**config.mk**
```make
export PLATFORM = sky130hd
export DESIGN_NAME = stereo_bitcrusher_with_lowpass
export DESIGN_NICKNAME = d
export VERILOG_FILES = /design/src/design/sbc_pkg.sv /design/src/design/sbc_alu.sv /design/src/design/sbc_seq.sv /design/src/design/stereo_bitcrusher_with_lowpass.sv
export SDC_FILE = /design/constraint.sdc
export NUM_CORES = 2
export LEC_CHECK = 0
export ABC_AREA = 0
export BUFFER_PORTS_ARGS = -buffer_cell sky130_fd_sc_hd__buf_2
export CAP_MARGIN = 15
export CORE_MARGIN = 3
export CORE_UTILIZATION = 45
export CTS_BUF_LIST = sky130_fd_sc_hd__clkbuf_8 sky130_fd_sc_hd__clkbuf_16
export CTS_CLUSTER_SIZE = 28
export DETAILED_ROUTE_END_ITERATION = 12
export PLACE_DENSITY = 0.72
export SLEW_MARGIN = 25
export SYNTH_ARGS = -nofsm -noshare
export SYNTH_HDL_FRONTEND = slang
export SYNTH_SLANG_ARGS = --single-unit
```
**constraint.sdc**
```tcl
create_clock -name clk -period 19.8 [get_ports clk]
set_input_delay 3.96 -clock clk [delete_from_list [all_inputs] [get_ports clk]]
set_output_delay 3.96 -clock clk [all_outputs]
set_load 0.02 [all_outputs]
```
**src/design/sbc_pkg.sv**
```systemverilog
// Package: shared types, codes and constants of the stereo bitcrusher.
package sbc_pkg;

  localparam int SAMPLE_BITS_DEF = 24;
  localparam int COEF_BITS_DEF   = 16;

  localparam int CFG_ADDR_W = 3;
  localparam int HOLD_W     = 7;
  localparam int QBITS_W    = 5;
  localparam int COUNT_W    = 8;

  localparam logic [QBITS_W-1:0] QBITS_MIN = QBITS_W'(4);
  localparam logic [QBITS_W-1:0] QBITS_MAX = QBITS_W'(16);

  localparam logic [CFG_ADDR_W-1:0] CFG_ENABLE = CFG_ADDR_W'(0);
  localparam logic [CFG_ADDR_W-1:0] CFG_HOLD   = CFG_ADDR_W'(1);
  localparam logic [CFG_ADDR_W-1:0] CFG_QBITS  = CFG_ADDR_W'(2);
  localparam logic [CFG_ADDR_W-1:0] CFG_ALPHA  = CFG_ADDR_W'(3);
  localparam logic [CFG_ADDR_W-1:0] CFG_MIX    = CFG_ADDR_W'(4);

  localparam logic [HOLD_W-1:0]  HOLD_RST  = HOLD_W'(1);
  localparam logic [QBITS_W-1:0] QBITS_RST = QBITS_W'(16);

  typedef enum logic [1:0] {
    ALU_NOP,
    ALU_QNT,
    ALU_MUL,
    ALU_ACC
  } alu_op_t;

  typedef enum logic [2:0] {
    SQ_IDLE,
    SQ_HOLD,
    SQ_MULA,
    SQ_ACCA,
    SQ_MULM,
    SQ_ACCM,
    SQ_DONE
  } seq_state_t;

  typedef struct packed {
    alu_op_t op;
    logic    ch;
    logic    hold_we;
    logic    smooth_we;
    logic    y_we;
    logic    use_mix;
    logic    out_load;
  } seq_ctl_t;

endpackage

```
**src/design/sbc_alu.sv**
```systemverilog
// Shared arithmetic unit: quantizer, coefficient multiply and round-accumulate-saturate.
module sbc_alu
  import sbc_pkg::*;
#(
  parameter int SAMPLE_BITS = SAMPLE_BITS_DEF,
  parameter int COEF_BITS   = COEF_BITS_DEF
) (
  input  logic                          clk,
  input  alu_op_t                       op,
  input  logic signed [SAMPLE_BITS-1:0] a,
  input  logic signed [SAMPLE_BITS-1:0] b,
  input  logic        [COEF_BITS:0]     coef,
  input  logic        [QBITS_W-1:0]     quant_bits,
  output logic signed [SAMPLE_BITS-1:0] res
);

  localparam int S   = SAMPLE_BITS;
  localparam int C   = COEF_BITS;
  localparam int DW  = S + 1;
  localparam int PW  = C + 2 + DW;
  localparam int SW  = PW - C;
  localparam int UW  = SW + 1;
  localparam int SHW = $clog2(S);

  localparam logic signed [PW-1:0] RND_HALF = PW'(64'd1 << (C - 1));
  localparam logic signed [UW-1:0] SMAX_U   = UW'((64'd1 << (S - 1)) - 64'd1);
  localparam logic signed [UW-1:0] SMIN_U   = -SMAX_U - UW'(1);
  localparam logic signed [S+1:0]  SMAX_Q   = (S+2)'((64'd1 << (S - 1)) - 64'd1);

  logic signed [DW-1:0]  diff;
  logic signed [C+1:0]   coef_s;
  logic signed [PW-1:0]  prod_r;
  logic signed [PW-1:0]  rnd;
  logic signed [SW-1:0]  scl;
  logic signed [UW-1:0]  sum;
  logic signed [S-1:0]   acc_res;

  logic [QBITS_W-1:0]    qb;
  logic signed [6:0]     sh_full;
  logic [SHW-1:0]        sh;
  logic [S:0]            mag;
  logic [S:0]            half;
  logic [S:0]            mmask;
  logic [S:0]            rmag;
  logic signed [S+1:0]   qv;
  logic signed [S-1:0]   q_res;

  assign diff   = $signed({a[S-1], a}) - $signed({b[S-1], b});
  assign coef_s = $signed({1'b0, coef});

  always_ff @(posedge clk) begin
    if (op == ALU_MUL) begin
      prod_r <= PW'(coef_s) * PW'(diff);
    end
  end

  always_comb begin
    rnd = prod_r + RND_HALF;
    scl = SW'(rnd >>> C);
    sum = UW'(a) + UW'(scl);
    if (sum > SMAX_U) begin
      acc_res = SMAX_U[S-1:0];
    end else if (sum < SMIN_U) begin
      acc_res = SMIN_U[S-1:0];
    end else begin
      acc_res = sum[S-1:0];
    end
  end

  always_comb begin
    if (quant_bits < QBITS_MIN) begin
      qb = QBITS_MIN;
    end else if (quant_bits > QBITS_MAX) begin
      qb = QBITS_MAX;
    end else begin
      qb = quant_bits;
    end
    sh_full = $signed(7'(S)) - $signed({2'b00, qb});
    sh      = sh_full[SHW-1:0];
    mag     = a[S-1] ? (S+1)'(-$signed({a[S-1], a})) : {1'b0, a};
    half    = (S+1)'(1) << (sh - SHW'(1));
    mmask   = ~(((S+1)'(1) << sh) - (S+1)'(1));
    rmag    = (mag + half) & mmask;
    qv      = a[S-1] ? -$signed({1'b0, rmag}) : $signed({1'b0, rmag});
    if (sh_full <= 7'sd0) begin
      q_res = a;
    end else if (qv > SMAX_Q) begin
      q_res = SMAX_Q[S-1:0];
    end else begin
      q_res = qv[S-1:0];
    end
  end

  always_comb begin
    unique case (op)
      ALU_QNT: res = q_res;
      ALU_ACC: res = acc_res;
      default: res = a;
    endcase
  end

endmodule

```
**src/design/sbc_seq.sv**
```systemverilog
// Sequencer: steps the shared unit through both channels if enabled.
module sbc_seq
  import sbc_pkg::*;
(
  input  logic     clk,
  input  logic     rst_n,
  input  logic     in_fire,
  input  logic     enable,
  input  logic     out_free,
  output logic     in_ready,
  output seq_ctl_t ctl
);

  seq_state_t state_r, state_nxt;
  logic       ch_r, ch_nxt;

  always_ff @(posedge clk) begin
    if (!rst_n) begin
      state_r <= SQ_IDLE;
      ch_r    <= 1'b0;
    end else begin
      state_r <= state_nxt;
      ch_r    <= ch_nxt;
    end
  end

  always_comb begin
    state_nxt     = state_r;
    ch_nxt        = ch_r;
    in_ready      = 1'b0;
    ctl           = '0;
    ctl.op        = ALU_NOP;
    ctl.ch        = ch_r;
    unique case (state_r)
      SQ_IDLE: begin
        in_ready = 1'b1;
        ch_nxt   = 1'b0;
        if (in_fire) begin
          state_nxt = enable ? SQ_HOLD : SQ_DONE;
        end
      end
      SQ_HOLD: begin
        ctl.op      = ALU_QNT;
        ctl.hold_we = 1'b1;
        state_nxt   = SQ_MULA;
      end
      SQ_MULA: begin
        ctl.op    = ALU_MUL;
        state_nxt = SQ_ACCA;
      end
      SQ_ACCA: begin
        ctl.op        = ALU_ACC;
        ctl.smooth_we = 1'b1;
        state_nxt     = SQ_MULM;
      end
      SQ_MULM: begin
        ctl.op      = ALU_MUL;
        ctl.use_mix = 1'b1;
        state_nxt   = SQ_ACCM;
      end
      SQ_ACCM: begin
        ctl.op      = ALU_ACC;
        ctl.use_mix = 1'b1;
        ctl.y_we    = 1'b1;
        ch_nxt      = ~ch_r;
        state_nxt   = ch_r ? SQ_DONE : SQ_HOLD;
      end
      SQ_DONE: begin
        if (out_free) begin
          ctl.out_load = 1'b1;
          state_nxt    = SQ_IDLE;
        end
      end
      default: state_nxt = SQ_IDLE;
    endcase
  end

endmodule

```
**src/design/stereo_bitcrusher_with_lowpass.sv**
```systemverilog
// Top level: stereo bitcrusher with sample-and-hold, quantizer and one-pole lowpass.
//
//   channel  direction  handshake         payload
//   in_      slave      tvalid / tready   tdata: left_sample, right_sample
//   out_     master     tvalid / tready   tdata: left_out, right_out
//   cfg_     write      we                addr, wdata
//
// Enabled item: for each channel in turn the sequencer runs five steps of the shared unit (hold,
// smoothing multiply and accumulate, mix multiply and accumulate), then loads the result.
// Bypassed item: goes from accept straight to the result load. Each item is loaded before the next is accepted.
// A result waits in the output register; a stalled output holds the next item at its last step.
// Synchronous reset sets configuration to its defaults and clears hold counters, held and filter values.
module stereo_bitcrusher_with_lowpass
  import sbc_pkg::*;
#(
  parameter int SAMPLE_BITS = SAMPLE_BITS_DEF,
  parameter int COEF_BITS   = COEF_BITS_DEF,
  parameter int TDATA_W     = ((2 * SAMPLE_BITS + 7) / 8) * 8
) (
  input  logic                    clk,
  input  logic                    rst_n,
  input  logic                    in_tvalid,
  output logic                    in_tready,
  input  logic [TDATA_W-1:0]      in_tdata,   // left_sample, right_sample
  output logic                    out_tvalid,
  input  logic                    out_tready,
  output logic [TDATA_W-1:0]      out_tdata,  // left_out, right_out
  input  logic                    cfg_we,
  input  logic [CFG_ADDR_W-1:0]   cfg_addr,
  input  logic [COEF_BITS:0]      cfg_wdata
);

  localparam int S = SAMPLE_BITS;
  localparam int C = COEF_BITS;
  localparam logic [C:0] COEF_ONE = (C+1)'(1) << C;

  logic                  enable_r;
  logic [HOLD_W-1:0]     hold_r;
  logic [QBITS_W-1:0]    qbits_r;
  logic [C:0]            alpha_r;
  logic [C:0]            mix_r;

  logic [COUNT_W-1:0]    count_r  [2];
  logic signed [S-1:0]   held_r   [2];
  logic signed [S-1:0]   smooth_r [2];
  logic signed [S-1:0]   x_r      [2];
  logic signed [S-1:0]   y_r      [2];

  logic                  out_valid_r;
  logic [TDATA_W-1:0]    out_data_r;

  seq_ctl_t              ctl;
  logic                  in_fire;
  logic                  out_free;
  logic [C:0]            alpha_c;
  logic [C:0]            mix_c;
  logic signed [S-1:0]   alu_a;
  logic signed [S-1:0]   alu_b;
  logic [C:0]            alu_coef;
  logic signed [S-1:0]   alu_res;

  assign in_fire  = in_tvalid & in_tready;
  assign out_free = ~out_valid_r | out_tready;
  assign alpha_c  = (alpha_r > COEF_ONE) ? COEF_ONE : alpha_r;
  assign mix_c    = (mix_r > COEF_ONE) ? COEF_ONE : mix_r;

  always_comb begin
    alu_coef = ctl.use_mix ? mix_c : alpha_c;
    alu_b    = ctl.use_mix ? x_r[ctl.ch] : smooth_r[ctl.ch];
    if (ctl.op == ALU_QNT) begin
      alu_a = x_r[ctl.ch];
    end else if (ctl.use_mix) begin
      alu_a = (ctl.op == ALU_MUL) ? smooth_r[ctl.ch] : x_r[ctl.ch];
    end else begin
      alu_a = (ctl.op == ALU_MUL) ? held_r[ctl.ch] : smooth_r[ctl.ch];
    end
  end

  sbc_seq u_seq (
    .clk      (clk),
    .rst_n    (rst_n),
    .in_fire  (in_fire),
    .enable   (enable_r),
    .out_free (out_free),
    .in_ready (in_tready),
    .ctl      (ctl)
  );

  sbc_alu #(
    .SAMPLE_BITS (SAMPLE_BITS),
    .COEF_BITS   (COEF_BITS)
  ) u_alu (
    .clk        (clk),
    .op         (ctl.op),
    .a          (alu_a),
    .b          (alu_b),
    .coef       (alu_coef),
    .quant_bits (qbits_r),
    .res        (alu_res)
  );

  always_ff @(posedge clk) begin
    if (!rst_n) begin
      enable_r <= 1'b0;
      hold_r   <= HOLD_RST;
      qbits_r  <= QBITS_RST;
      alpha_r  <= COEF_ONE;
      mix_r    <= '0;
    end else if (cfg_we) begin
      unique case (cfg_addr)
        CFG_ENABLE: enable_r <= cfg_wdata[0];
        CFG_HOLD:   hold_r   <= cfg_wdata[HOLD_W-1:0];
        CFG_QBITS:  qbits_r  <= cfg_wdata[QBITS_W-1:0];
        CFG_ALPHA:  alpha_r  <= cfg_wdata;
        CFG_MIX:    mix_r    <= cfg_wdata;
        default: ;
      endcase
    end
  end

  always_ff @(posedge clk) begin
    if (!rst_n) begin
      count_r[0]  <= '0;
      count_r[1]  <= '0;
      held_r[0]   <= '0;
      held_r[1]   <= '0;
      smooth_r[0] <= '0;
      smooth_r[1] <= '0;
    end else begin
      if (ctl.hold_we) begin
        if (count_r[ctl.ch] == '0) begin
          held_r[ctl.ch]  <= alu_res;
          count_r[ctl.ch] <= COUNT_W'(hold_r);
        end else begin
          count_r[ctl.ch] <= count_r[ctl.ch] - COUNT_W'(1);
        end
      end
      if (ctl.smooth_we) begin
        smooth_r[ctl.ch] <= alu_res;
      end
    end
  end

  always_ff @(posedge clk) begin
    if (in_fire) begin
      x_r[0] <= in_tdata[S-1:0];
      x_r[1] <= in_tdata[2*S-1:S];
      y_r[0] <= in_tdata[S-1:0];
      y_r[1] <= in_tdata[2*S-1:S];
    end else if (ctl.y_we) begin
      y_r[ctl.ch] <= alu_res;
    end
  end

  always_ff @(posedge clk) begin
    if (!rst_n) begin
      out_valid_r <= 1'b0;
    end else if (ctl.out_load) begin
      out_valid_r <= 1'b1;
    end else if (out_tready) begin
      out_valid_r <= 1'b0;
    end
  end

  always_ff @(posedge clk) begin
    if (ctl.out_load) begin
      out_data_r <= TDATA_W'({y_r[1], y_r[0]});
    end
  end

  assign out_tvalid = out_valid_r;
  assign out_tdata  = out_data_r;

endmodule
```
==> impl_metrics.yaml <==
cells_and_area:
  mostFrequentLayoutCell: "inv_1"
  area_growth_pct: 8.71
  multi_input_area_um2: 22800
  nFillCells: 6958
  drive_gt1_share_pct: 10.2
  antenna_cells: 0
  final_cell_mix: "inv_1, nand2_1, fa_1, nor2_1, edfxtp_1"
  ff_latch_area_um2: 9590
  nNetsFinal: 4287
grt:
  gr-total-overflow: 0
  antenna_found_initial: 1
  grtUsageTotal_pct: 23.0
  grt_pass1_vias: 26500
  grt_pass1_wl_um: 147000
  grt_start_max_net_pins: 71
synth:
  synthAdderAreaFrac_pct: 30.4
  ys_types: 98
  synth_area_leaders: "edfxtp_1, fa_1, ha_1"
  synth_top_family_by_area: "adder cells"
  muxShareOfSynthArea_pct: 5.88
  synthFlopType: "edfxtp_1"
  syn_area_um2: 34900
  synth_top_area_share_pct: 24.4
  synth.largest_area_cell: "edfxtp_1"
  synth_compound_area_share_pct: 10.3
  synthArstFlopShare_pct: 0
  synthSimpleGateAreaFrac_pct: 13.9
  synth-edff-count: 284
  ys_warn_count: 0
  syn_avg_cell_area_um2: 9.87
  synth-xor-area-share_pct: 4.19
  synth_seq_area_share_pct: 27.5
  synth_cells: 3538
  ys_ff_latch: 337
placement:
  gp_congestion: 0.929
  dp_hpwl_um: 71300
  pre_cts_slack_ps: 7910
  io_buffers: 122
critical_path:
  critPathArrivalTime_ps: 12350
  crit_start: "u_seq.state_r[1]"
  ff2ff_setup_slack_ps: 7750
  crit_type: "reg -> reg"
  path_buf_inv: 6
  crit_slowest_cell: "xor2_1"
  critical-path-top-delay-family: "adder cells"
  crit_path_start_kind: "register"
  critPathMaxFanout: 36
  crit_required_ps: 20100
  cp-end-kind: "register"
  rr_startpoint: "u_seq.state_r[1]"
  crit_top_cell: "fa_1"
  slowest_delay_ps: 760
clocking:
  ctsLongestPathBuffers: 3
  cts.clk_slew.worst_paths_ps: 60
  tritoncts: "done"
  post_cts_buffers: 0
  clkSinkCount: 337
  clkLatencyLatePin_ps: 550
  h-tree-depth: 2
  cts_root_buffer: "clkbuf_16"
  cts_hold_buffers: 0
  cts_buffers: 38
  cts-resized-gates: 0
sta:
  fin_crit_sh_pct: 60.9
  fmaxAchievable_mhz: 83.0
  relSlewSlack_pct: 24.1
  tns_ps: 0
  fin_ws_ps: 7750
  drv_slew: 0
  worstMarginPinSlew_ps: 1130
  finalHoldViolations: 0
  fin_skew_ps: 22.3
  grt_setup_unrepaired: "no"
  finalSetupViolCount: 0
  min_period_ps: 12050
detailed_routing:
  drt_iter0_markers: 2314
  dr.pass1.iters: 6
  drc: 0
  routed_wl_um: 92700
  wl_per_cell_um: 19.9
  via_per_inst: 5.60
  ant_nets: 0
  vias: 26100
run:
  drv_cap: 0
power_and_ir_drop:
  peakVddDrop_v: 0.0000799
  p_per_area_nw_per_um2: 115
  p_leak_nw: 16.7
floorplanning:
  die_height_um: 285
  num_rows: 101
  core_area_um2: 76500
  die_area_um2: 81000
  dieWidth_um: 285
  pin_count: 123
  start_util_pct: 45.7
worst_hold_path:
  min-delay-start: "y_r[0][9]"
  hold_class: "reg -> reg"
outcome:
  run_status: "complete, no violations"
per-stage QoR:
stage	total power [W]	instance area, µm²	cells	hold slack [ps]	utilization [%]
after floorplan	0.00288	35000	3551	400	-
after global placement	0.00358	36700	4603	401	48.0
after detailed placement	0.00362	36700	4603	405	48.0
after CTS	0.00434	37900	4669	411	49.6
after global routing	0.00469	38000	4671	418	49.6
final	0.00436	38000	4671	414	49.6
cells by family after synthesis:
family / count (synthesis)
AO/OA/AOI/OAI: 546
adder cells (fa/ha/maj): 599
XOR/XNOR: 167
flip-flops: 337
other: 2
buffers and inverters: 693
multiplexers: 122
AND/OR/NAND/NOR: 1072
state kept, by name, indices dropped and copies added, names as in the netlist, named ones only:
name           cells
mix_r             17
held_r            48
u_seq.ch_r         1
smooth_r          48
u_seq.state_r      3
count_r           16
out_tvalid         1
out_tdata         48
y_r               48
x_r               48
enable_r           1
alpha_r           17
u_alu.prod_r      28
hold_r             7
qbits_r            5
layer usage:
layer | share of wire [%] | routed length [µm] | vias to the layer above | GRT usage (%)
li1 | - | - | 11900 | -
met1 | 41 | 37700 | 13000 | 30.8
met2 | 48 | 44600 | 1114 | 38.7
met3 | 7.9 | 7360 | 168 | 3.33
met4 | 3.3 | 3080 | 2 | 6.97
met5 | 0.014 | 13 | - | 0
area by class of cell:
type	instances	area share, %
sequential	337	25.3
timing repair buffer	186	2.90
clock buffer	39	2.57
multi-input combinational	2521	59.9
inverter	531	5.25
tap	1030	3.40
clock inverter	27	0.663
path summary, 6_finish.rpt:
check	to	cells past startpoint
worst min-delay path	out_tdata[9]	0
worst max register to register	u_alu.prod_r[37]	38
worst max-delay path	u_alu.prod_r[37]	38
worst min register to register	out_tdata[9]	0
worst register-to-register path, delay by kind of cell (launching register included):
kind / cells / cell delay, ps
fa+ha+maj: 8 / 3860
buf+inv: 6 / 1140
compound gates: 15 / 3460
xor+xnor: 1 / 760
simple gates: 6 / 1490
mux: 2 / 780
flops: 1 / 310
cell usage after synthesis, types with 53 or more instances:
| master | count |
|---|---|
| xnor2_1 | 111 |
| xor2_1 | 56 |
| nand2_1 | 436 |
| edfxtp_1 | 284 |
| o21ai_0 | 74 |
| nand3_1 | 59 |
| fa_1 | 417 |
| ha_1 | 182 |
| clkbuf_1 | 126 |
| a21oi_1 | 199 |
| nor2_1 | 328 |
| inv_1 | 529 |
| dfxtp_1 | 53 |
report_power, final:
group	internal [W]	switching, W
Combinational	0.000984	0.00172
Clock	0.000411	0.000289
Sequential	0.000899	0.0000576
(Power assumes the default switching activity.)
